`config.mk`:
```
export PLATFORM = sky130hd
export DESIGN_NAME = servo_bus_response_deframer_flat
export DESIGN_NICKNAME = d
export VERILOG_FILES = /design/src/rtl/sbrd_pkg.sv /design/src/rtl/sbrd_if.sv /design/src/rtl/sbrd_parser.sv /design/src/rtl/servo_bus_response_deframer.sv /design/src/flat_wrapper.sv
export SDC_FILE = /design/constraint.sdc
export NUM_CORES = 1
export LEC_CHECK = 0
export ABC_AREA = 1
export BUFFER_PORTS_ARGS = -buffer_cell sky130_fd_sc_hd__buf_2
export CAP_MARGIN = 20
export CORE_UTILIZATION = 44
export CTS_CLUSTER_SIZE = 12
export DETAILED_ROUTE_END_ITERATION = 8
export PLACE_DENSITY = 0.76
export SETUP_SLACK_MARGIN = 0.5
export SKIP_CTS_REPAIR_TIMING = 1
export SLEW_MARGIN = 20
export SYNTH_ARGS = -nofsm -noshare
export SYNTH_HDL_FRONTEND = slang
export SYNTH_HIERARCHICAL = 1
export SYNTH_SLANG_ARGS = --single-unit
```
`constraint.sdc`:
```
create_clock -name i_clk -period 3.7 [get_ports i_clk]
set_input_delay 0.74 -clock i_clk [delete_from_list [all_inputs] [get_ports i_clk]]
set_output_delay 0.74 -clock i_clk [all_outputs]
set_load 0.005 [all_outputs]
```
`src/rtl/sbrd_pkg.sv`:
```
// Package for the servo bus response deframer.
// Holds byte/word types, phase, status and kind codes, frame length codes
// and the result record. No dependencies.
package sbrd_pkg;

    typedef logic [7:0]  t_byte;
    typedef logic [15:0] t_word;

    // Default number of parameter bytes kept per frame
    localparam int KEPT_PARAMS_DEF = 4;

    // Reset value of the header byte register
    localparam t_byte HEADER_RESET = 8'd85;

    // Length field codes
    localparam t_byte LEN_MIN  = 8'd3;  // id/len/cmd only, no parameters
    localparam t_byte LEN_BYTE = 8'd4;  // one parameter byte
    localparam t_byte LEN_WORD = 8'd5;  // one little-endian word
    localparam t_byte LEN_PAIR = 8'd7;  // two little-endian words

    // Parser phase
    typedef enum logic [2:0] {
        PH_HDR1  = 3'd0,
        PH_HDR2  = 3'd1,
        PH_ID    = 3'd2,
        PH_LEN   = 3'd3,
        PH_CMD   = 3'd4,
        PH_PARAM = 3'd5,
        PH_SUM   = 3'd6
    } t_phase;

    // Frame status
    typedef enum logic [1:0] {
        ST_OK      = 2'd0,
        ST_CSUM    = 2'd1,
        ST_BAD_LEN = 2'd2,
        ST_TRUNC   = 2'd3
    } t_status;

    // Decoded value kind
    typedef enum logic [1:0] {
        VK_NONE = 2'd0,
        VK_BYTE = 2'd1,
        VK_WORD = 2'd2,
        VK_PAIR = 2'd3
    } t_kind;

    // One result item
    typedef struct packed {
        t_status status;
        t_byte   unit_id;
        t_byte   command;
        t_byte   frame_length;
        t_kind   kind;
        t_word   first_value;
        t_word   second_value;
    } t_result;

endpackage

```
`src/rtl/sbrd_if.sv`:
```
// Channel interfaces of the servo bus response deframer: byte input,
// result output and header register write. Depends on sbrd_pkg.

// Received byte channel
interface sbrd_in_if;
    logic            valid;
    logic            ready;
    sbrd_pkg::t_byte rx_byte;
    logic            line_idle;

    modport source (output valid, output rx_byte, output line_idle, input ready);
    modport sink   (input valid, input rx_byte, input line_idle, output ready);
endinterface

// Result channel
interface sbrd_out_if;
    logic            valid;
    logic            ready;
    logic [1:0]      frame_status;
    sbrd_pkg::t_byte unit_id;
    sbrd_pkg::t_byte command;
    sbrd_pkg::t_byte frame_length;
    logic [1:0]      value_kind;
    sbrd_pkg::t_word first_value;
    sbrd_pkg::t_word second_value;

    modport source (output valid, output frame_status, output unit_id, output command,
                    output frame_length, output value_kind, output first_value,
                    output second_value, input ready);
    modport sink   (input valid, input frame_status, input unit_id, input command,
                    input frame_length, input value_kind, input first_value,
                    input second_value, output ready);
endinterface

// Header byte register write channel
interface sbrd_cfg_if;
    logic            valid;
    logic            ready;
    sbrd_pkg::t_byte header_byte;

    modport source (output valid, output header_byte, input ready);
    modport sink   (input valid, input header_byte, output ready);
endinterface

```
`src/rtl/sbrd_parser.sv`:
```
// Frame parser: phase machine, running checksum, held header fields and
// parameter store; forms the result for the item being stepped.
// Depends on sbrd_pkg.
module sbrd_parser #(
    parameter int KEPT_PARAMS = sbrd_pkg::KEPT_PARAMS_DEF
) (
    input  logic              i_clk,
    input  logic              i_rst_n,
    input  logic              i_step,
    input  sbrd_pkg::t_byte   i_rx_byte,
    input  logic              i_line_idle,
    input  sbrd_pkg::t_byte   i_header_byte,
    output logic              o_emit,
    output sbrd_pkg::t_result o_result
);
    import sbrd_pkg::*;

    localparam int IDX_W = (KEPT_PARAMS > 1) ? $clog2(KEPT_PARAMS) : 1;

    t_phase r_phase, n_phase;
    t_byte  r_sum, n_sum;
    t_byte  r_id, n_id;
    t_byte  r_len, n_len;
    t_byte  r_cmd, n_cmd;
    t_byte  r_seen, n_seen;
    t_byte  r_store [KEPT_PARAMS];

    logic   store_we;
    t_byte  sum_add;
    t_byte  seen_inc;
    logic   params_done;

    assign sum_add     = r_sum + i_rx_byte;
    assign seen_inc    = r_seen + 8'd1;
    // last parameter when params seen (after this one) + 3 reaches length
    assign params_done = ({1'b0, seen_inc} + 9'd3) >= {1'b0, r_len};

    // Next phase
    always_comb begin
        n_phase = r_phase;
        if (i_line_idle) begin
            n_phase = PH_HDR1;
        end else begin
            case (r_phase)
                PH_HDR1: begin
                    if (i_rx_byte == i_header_byte) n_phase = PH_HDR2;
                end
                PH_HDR2: begin
                    n_phase = (i_rx_byte == i_header_byte) ? PH_ID : PH_HDR1;
                end
                PH_ID: begin
                    n_phase = PH_LEN;
                end
                PH_LEN: begin
                    n_phase = (i_rx_byte < LEN_MIN) ? PH_HDR1 : PH_CMD;
                end
                PH_CMD: begin
                    n_phase = (r_len > LEN_MIN) ? PH_PARAM : PH_SUM;
                end
                PH_PARAM: begin
                    if (params_done) n_phase = PH_SUM;
                end
                PH_SUM: begin
                    n_phase = PH_HDR1;
                end
                default: begin
                    n_phase = PH_HDR1;
                end
            endcase
        end
    end

    // Held fields, checksum and result
    always_comb begin
        n_sum    = r_sum;
        n_id     = r_id;
        n_len    = r_len;
        n_cmd    = r_cmd;
        n_seen   = r_seen;
        store_we = 1'b0;
        o_emit   = 1'b0;
        o_result = '0;
        o_result.unit_id = r_id;
        if (i_line_idle) begin
            // abort after the header: report what was received so far
            case (r_phase)
                PH_ID, PH_LEN, PH_CMD, PH_PARAM, PH_SUM: begin
                    o_emit          = 1'b1;
                    o_result.status = ST_TRUNC;
                    if (r_phase == PH_PARAM || r_phase == PH_SUM) begin
                        o_result.command = r_cmd;
                    end
                    if (r_phase == PH_CMD || r_phase == PH_PARAM || r_phase == PH_SUM) begin
                        o_result.frame_length = r_len;
                    end
                end
                default: begin
                    o_emit = 1'b0;
                end
            endcase
        end else begin
            case (r_phase)
                PH_ID: begin
                    n_id   = i_rx_byte;
                    n_len  = '0;
                    n_cmd  = '0;
                    n_seen = '0;
                    n_sum  = i_rx_byte;
                end
                PH_LEN: begin
                    n_len = i_rx_byte;
                    if (i_rx_byte < LEN_MIN) begin
                        o_emit                = 1'b1;
                        o_result.status       = ST_BAD_LEN;
                        o_result.frame_length = i_rx_byte;
                    end else begin
                        n_sum = sum_add;
                    end
                end
                PH_CMD: begin
                    n_cmd = i_rx_byte;
                    n_sum = sum_add;
                end
                PH_PARAM: begin
                    store_we = (r_seen < 8'(KEPT_PARAMS));
                    n_sum    = sum_add;
                    n_seen   = seen_inc;
                end
                PH_SUM: begin
                    o_emit                = 1'b1;
                    o_result.command      = r_cmd;
                    o_result.frame_length = r_len;
                    if (~r_sum != i_rx_byte) begin
                        o_result.status = ST_CSUM;
                    end else begin
                        o_result.status = ST_OK;
                        if (r_len == LEN_BYTE) begin
                            o_result.kind        = VK_BYTE;
                            o_result.first_value = {8'd0, r_store[0]};
                        end else if (r_len == LEN_WORD) begin
                            o_result.kind        = VK_WORD;
                            o_result.first_value = {r_store[1], r_store[0]};
                        end else if (r_len == LEN_PAIR) begin
                            o_result.kind         = VK_PAIR;
                            o_result.first_value  = {r_store[1], r_store[0]};
                            o_result.second_value = {r_store[3], r_store[2]};
                        end
                    end
                end
                default: begin
                    o_emit = 1'b0;
                end
            endcase
        end
    end

    // Control and held-field registers
    always_ff @(posedge i_clk) begin
        if (!i_rst_n) begin
            r_phase <= PH_HDR1;
            r_sum   <= '0;
            r_id    <= '0;
            r_len   <= '0;
            r_cmd   <= '0;
            r_seen  <= '0;
        end else if (i_step) begin
            r_phase <= n_phase;
            r_sum   <= n_sum;
            r_id    <= n_id;
            r_len   <= n_len;
            r_cmd   <= n_cmd;
            r_seen  <= n_seen;
        end
    end

    // Parameter store, written only for the first kept bytes
    always_ff @(posedge i_clk) begin
        if (i_step && store_we) begin
            r_store[r_seen[IDX_W-1:0]] <= i_rx_byte;
        end
    end

endmodule

```
`src/rtl/servo_bus_response_deframer.sv`:
```
// Servo bus response deframer, top level.
// Channels: i_rx takes one received byte per item (or a line-idle mark),
// o_res gives one item per finished or aborted frame, i_cfg writes the
// header byte that both start bytes must match.
// Path: a byte is registered in the input register, parsed from there
// when the parse stage moves, and its result, if any, is registered in
// the output register that drives o_res.
// Throughput: one byte per cycle while no result is stalled at the output;
// the input register takes a new byte as the held one is parsed.
// Reset (synchronous, active low): the parser hunts for the first header,
// held fields clear, header byte returns to 85, no result is pending.
// Stall: while o_res.ready is low a pending result holds; the byte in the
// input register waits, and i_rx.ready drops once that register is full.
// Header writes are meant for idle periods only; i_cfg is always ready.
// Depends on sbrd_pkg, sbrd_if and sbrd_parser.
module servo_bus_response_deframer #(
    parameter int KEPT_PARAMS = sbrd_pkg::KEPT_PARAMS_DEF
) (
    input logic         i_clk,
    input logic         i_rst_n,
    sbrd_in_if.sink     i_rx,
    sbrd_cfg_if.sink    i_cfg,
    sbrd_out_if.source  o_res
);
    import sbrd_pkg::*;

    t_byte   r_header;
    logic    r_in_valid;
    t_byte   r_in_byte;
    logic    r_in_idle;
    logic    r_out_valid;
    t_result r_out;

    logic    advance;
    logic    step;
    logic    emit;
    t_result result;

    // Pipeline flow: parse stage moves when the output register is free
    assign advance    = !r_out_valid || o_res.ready;
    assign step       = r_in_valid && advance;
    assign i_rx.ready = !r_in_valid || advance;
    assign i_cfg.ready = 1'b1;

    // Header byte register
    always_ff @(posedge i_clk) begin
        if (!i_rst_n) begin
            r_header <= HEADER_RESET;
        end else if (i_cfg.valid) begin
            r_header <= i_cfg.header_byte;
        end
    end

    // Input register
    always_ff @(posedge i_clk) begin
        if (!i_rst_n) begin
            r_in_valid <= 1'b0;
        end else if (i_rx.ready) begin
            r_in_valid <= i_rx.valid;
        end
    end

    always_ff @(posedge i_clk) begin
        if (i_rx.valid && i_rx.ready) begin
            r_in_byte <= i_rx.rx_byte;
            r_in_idle <= i_rx.line_idle;
        end
    end

    sbrd_parser #(
        .KEPT_PARAMS (KEPT_PARAMS)
    ) u_parser (
        .i_clk         (i_clk),
        .i_rst_n       (i_rst_n),
        .i_step        (step),
        .i_rx_byte     (r_in_byte),
        .i_line_idle   (r_in_idle),
        .i_header_byte (r_header),
        .o_emit        (emit),
        .o_result      (result)
    );

    // Output register
    always_ff @(posedge i_clk) begin
        if (!i_rst_n) begin
            r_out_valid <= 1'b0;
        end else if (step && emit) begin
            r_out_valid <= 1'b1;
        end else if (o_res.ready) begin
            r_out_valid <= 1'b0;
        end
    end

    always_ff @(posedge i_clk) begin
        if (step && emit) begin
            r_out <= result;
        end
    end

    assign o_res.valid        = r_out_valid;
    assign o_res.frame_status = r_out.status;
    assign o_res.unit_id      = r_out.unit_id;
    assign o_res.command      = r_out.command;
    assign o_res.frame_length = r_out.frame_length;
    assign o_res.value_kind   = r_out.kind;
    assign o_res.first_value  = r_out.first_value;
    assign o_res.second_value = r_out.second_value;

endmodule
```
`src/flat_wrapper.sv`:
```
// flat-port wrapper written by rule: the top's interface ports become plain ports
module servo_bus_response_deframer_flat import sbrd_pkg::*;
#(
    parameter int KEPT_PARAMS = sbrd_pkg::KEPT_PARAMS_DEF
)
  (i_clk, i_rst_n, i_rx_valid, i_rx_rx_byte, i_rx_line_idle, i_rx_ready, i_cfg_valid, i_cfg_header_byte, i_cfg_ready, o_res_valid, o_res_frame_status, o_res_unit_id, o_res_command, o_res_frame_length, o_res_value_kind, o_res_first_value, o_res_second_value, o_res_ready);
  sbrd_in_if i_rx_i ();
  sbrd_cfg_if i_cfg_i ();
  sbrd_out_if o_res_i ();
  input logic i_clk;
  input logic i_rst_n;
  input wire logic [$bits(i_rx_i.valid)-1:0] i_rx_valid;
  input wire logic [$bits(i_rx_i.rx_byte)-1:0] i_rx_rx_byte;
  input wire logic [$bits(i_rx_i.line_idle)-1:0] i_rx_line_idle;
  output wire logic [$bits(i_rx_i.ready)-1:0] i_rx_ready;
  input wire logic [$bits(i_cfg_i.valid)-1:0] i_cfg_valid;
  input wire logic [$bits(i_cfg_i.header_byte)-1:0] i_cfg_header_byte;
  output wire logic [$bits(i_cfg_i.ready)-1:0] i_cfg_ready;
  output wire logic [$bits(o_res_i.valid)-1:0] o_res_valid;
  output wire logic [$bits(o_res_i.frame_status)-1:0] o_res_frame_status;
  output wire logic [$bits(o_res_i.unit_id)-1:0] o_res_unit_id;
  output wire logic [$bits(o_res_i.command)-1:0] o_res_command;
  output wire logic [$bits(o_res_i.frame_length)-1:0] o_res_frame_length;
  output wire logic [$bits(o_res_i.value_kind)-1:0] o_res_value_kind;
  output wire logic [$bits(o_res_i.first_value)-1:0] o_res_first_value;
  output wire logic [$bits(o_res_i.second_value)-1:0] o_res_second_value;
  input wire logic [$bits(o_res_i.ready)-1:0] o_res_ready;
  assign i_rx_i.valid = i_rx_valid;
  assign i_rx_i.rx_byte = i_rx_rx_byte;
  assign i_rx_i.line_idle = i_rx_line_idle;
  assign i_rx_ready = i_rx_i.ready;
  assign i_cfg_i.valid = i_cfg_valid;
  assign i_cfg_i.header_byte = i_cfg_header_byte;
  assign i_cfg_ready = i_cfg_i.ready;
  assign o_res_valid = o_res_i.valid;
  assign o_res_frame_status = o_res_i.frame_status;
  assign o_res_unit_id = o_res_i.unit_id;
  assign o_res_command = o_res_i.command;
  assign o_res_frame_length = o_res_i.frame_length;
  assign o_res_value_kind = o_res_i.value_kind;
  assign o_res_first_value = o_res_i.first_value;
  assign o_res_second_value = o_res_i.second_value;
  assign o_res_i.ready = o_res_ready;
  servo_bus_response_deframer #(.KEPT_PARAMS(KEPT_PARAMS)) u_core (.i_clk(i_clk), .i_rst_n(i_rst_n), .i_rx(i_rx_i), .i_cfg(i_cfg_i), .o_res(o_res_i));
endmodule
```
==> run metrics <==
number of port buffers=83; remaining global-route overflow=0; routed vias/inst=4.985; DP Wirelength=9.237 mm; net count after synthesis=714; Slew Limit Fails=0; routability cong.=0.8843; cell row count=44; first drt pass iteration count=5; cells after synthesis=672; Worst path top cell family by delay=simple AND/OR/NAND/NOR gates; outcome=complete, no violations; crit path max fanout=7; FF+latch count, synth=154; Die Y-Extent=125.8 um; pin count of the biggest net entering global routing=61; utilization after layout=0.5373; Sink Count=154; root buf cell=clkbuf_16; clk buf depth=2; share of cells above drive strength 1=0.2031; CP required=4.00 ns; Max Cap Viol=0; vias after detailed routing=4796; Worst setup SP type=flop; Syn Area/Cell=10.03 um2; final period utilization=0.7740; Placed Cells=930; Die Area=15820 um2; clock-pin transition on the worst setup and hold timing paths=0.06 ns; WP data arrival=3.17 ns; Clk Latency, worst-skew pair=0.43 ns; Post-Route WL=13.56 mm; Hold Vio Cnt, Final=0; Initial Util=0.4569; area of the multi-input gates=2263 um2; Tmin final=2.864 ns; wire per inst=14.10 um; CTS Buf Count=17; final std cells w/o fill=962; Seq/Total Area, Yosys=0.6073; most frequent CP cell=nand2_1; die width=125.8 um; Yosys warnings=6; Setup CP Type=flop to flop; slowest cell on the critical path=dfxtp_1; CTS tree=yes; final antenna-violating net count=0; Synth area leaders=edfxtp_1 (45%), dfxtp_1 (16%), nand2_1 (7.2%), nor2_1 (5.5%), inv_1 (3.7%); total global-route track usage=0.1824; n_diodes=0; Final setup viols=0; initial antenna violation count=0; Max Fclk=349.2 MHz; H-tree levels=4; P per Cell Area=467.6 nW/um2; Layout area overhead=17.59%; Lkg Pwr=3.071 nW; Synth area leader=edfxtp_1; I/O pin cnt=85; drc violations=0; vias in the first global route=4439; peak supply drop=0.3146 mV; Setup crit end kind=flop; Hold Path Class=flop to flop; Slew HR=0.4046; Iter 0 DRT Violations=407; setup_tns=0 ns; Cell variety after synth=46; worst slew pin tran=0.8890 ns; first-pass GRT wire length=22.05 mm; core footprint=14750 um2; Register Area=4094 um2; FILL cells=1284; Clock Skews=0.01080 ns; nets=807; Yosys top cell area share=0.4499; WP buf/inv=4; RSZ-0062 raised after global routing=false; CP peak stage delay=0.45 ns; Cell Area, Synth=6741 um2; critical path cell sequence=inv_1 -> ha_1 -> o21ai_0 -> nor2_1 -> nand2_1 -> xor2_1 -> inv_1 -> ha_1 -> nand2_1 -> inv_1 -> nand4_1 -> nand2_1 -> inv_1 -> nand3_1 -> nand2_1 -> nand2_2 -> nand2_1 -> nand2_1 -> a21oi_1; max reg flops=32
cell usage after synthesis (all sizes together):
| library cell | instances |
|---|---|
| xnor2 | 12 |
| a211oi | 11 |
| ha | 19 |
| a31oi | 3 |
| edfxtp | 101 |
| o2111ai | 1 |
| conb | 1 |
| o22ai | 2 |
| dfxtp | 53 |
| nand4 | 10 |
| nand2 | 139 |
| o211ai | 1 |
| buf | 10 |
| o21ai | 28 |
| inv | 77 |
| nor3 | 2 |
| clkbuf | 4 |
| o21bai | 1 |
| nor2 | 110 |
| o221ai | 1 |
| a21boi | 2 |
| or2 | 1 |
| nor4 | 2 |
| xor2 | 7 |
| nand3b | 2 |
| clkinv | 1 |
| nand3 | 25 |
| a21oi | 45 |
| fa | 1 |
per-layer routing:
| layer | wire length (um) | GRT usage |
|---|---|---|
| met5 | 0 | 0 |
| met3 | 796 | 0.05225 |
| met4 | 298 | 0.07087 |
| met1 | 6178 | 0.2349 |
| met2 | 6291 | 0.2918 |
final cells by class:
type	instances	area share
inverter	78	0.03788
clock buffer	17	0.05366
timing repair buffer	88	0.05871
tap	184	0.02904
sequential	154	0.5164
clock inverter	15	0.01878
multi-input combinational	426	0.2855
where the power goes:
group / internal (mW) / switching, mW
clock network: 0.897 / 0.757
logic: 0.0617 / 0.106
registers: 1.85 / 0.0322
final timing paths:
| path | start | to | slack (ns) | depth (start not counted) |
|---|---|---|---|---|
| hold reg to reg | u_core/u_parser/r_id[5] | u_core/o_res.unit_id[5] | 0.43 | 0 |
| setup / recovery | u_core/u_parser/r_seen[0] | u_core/u_parser/r_phase[0] | 0.84 | 19 |
| setup reg to reg | u_core/u_parser/r_seen[0] | u_core/u_parser/r_phase[0] | 0.84 | 19 |
| hold / removal | u_core/u_parser/r_id[5] | u_core/o_res.unit_id[5] | 0.43 | 0 |
cell usage in the layout, fill, tap and decap left out, types with 3 or more instances in the layout:
cell	netlist	routed
nand2_1	130	130
edfxtp_1	101	101
nor2_1	99	99
buf_2	2	83
inv_1	66	66
dfxtp_1	53	53
a21oi_1	45	45
nand3_1	23	23
ha_1	19	19
clkbuf_16	0	17
o21ai_0	17	17
xnor2_1	12	12
o21ai_1	11	11
inv_2	10	10
nand4_1	10	10
a211oi_1	8	8
xor2_1	7	7
inv_8	1	6
nor2_2	6	6
nand2_2	6	6
inv_6	0	5
nor2_4	4	4
buf_4	5	4
a31oi_1	3	3
nand2_4	3	3
a211oi_2	3	3
cell families (layout without fill, tap and decap cells):
kind of cell	count (synthesis)	count (layout)	share of synthesized area
adders and majority gates	20	20	0.03823
xor gates and xnor gates	19	19	0.02468
AOI/OAI and AO/OA	95	95	0.08037
buffers and inverters	92	198	0.05791
DFF	154	154	0.6073
other	1	1	0.0005563
and+or+nand+nor	291	291	0.1910
per-stage QoR:
stage          hold WS, ns  power [mW]  cell area [um2]  worst slack (ns)
2_1_floorplan       0.4030       2.030             6748            0.5540
3_3_place_gp        0.4169       2.087             7353            0.8265
3_5_place_dp        0.4162       2.089             7353            0.7823
4_1_cts             0.4332       3.732             7928            0.8791
5_1_grt             0.4460       3.828             7928            0.5179
6_report            0.4326       3.707             7928            0.8361
worst register-to-register path, cell delays in order (launching register included):
cell and delay [ns]:
dfxtp_1 0.45, inv_1 0.17, ha_1 0.36, o21ai_0 0.32, nor2_1 0.11, nand2_1 0.09
xor2_1 0.15, inv_1 0.06, ha_1 0.26, nand2_1 0.05, inv_1 0.07, nand4_1 0.10
nand2_1 0.07, inv_1 0.04, nand3_1 0.09, nand2_1 0.07, nand2_2 0.08, nand2_1 0.07
nand2_1 0.07, a21oi_1 0.05
Note: power is estimated with default switching activity, not from simulation.
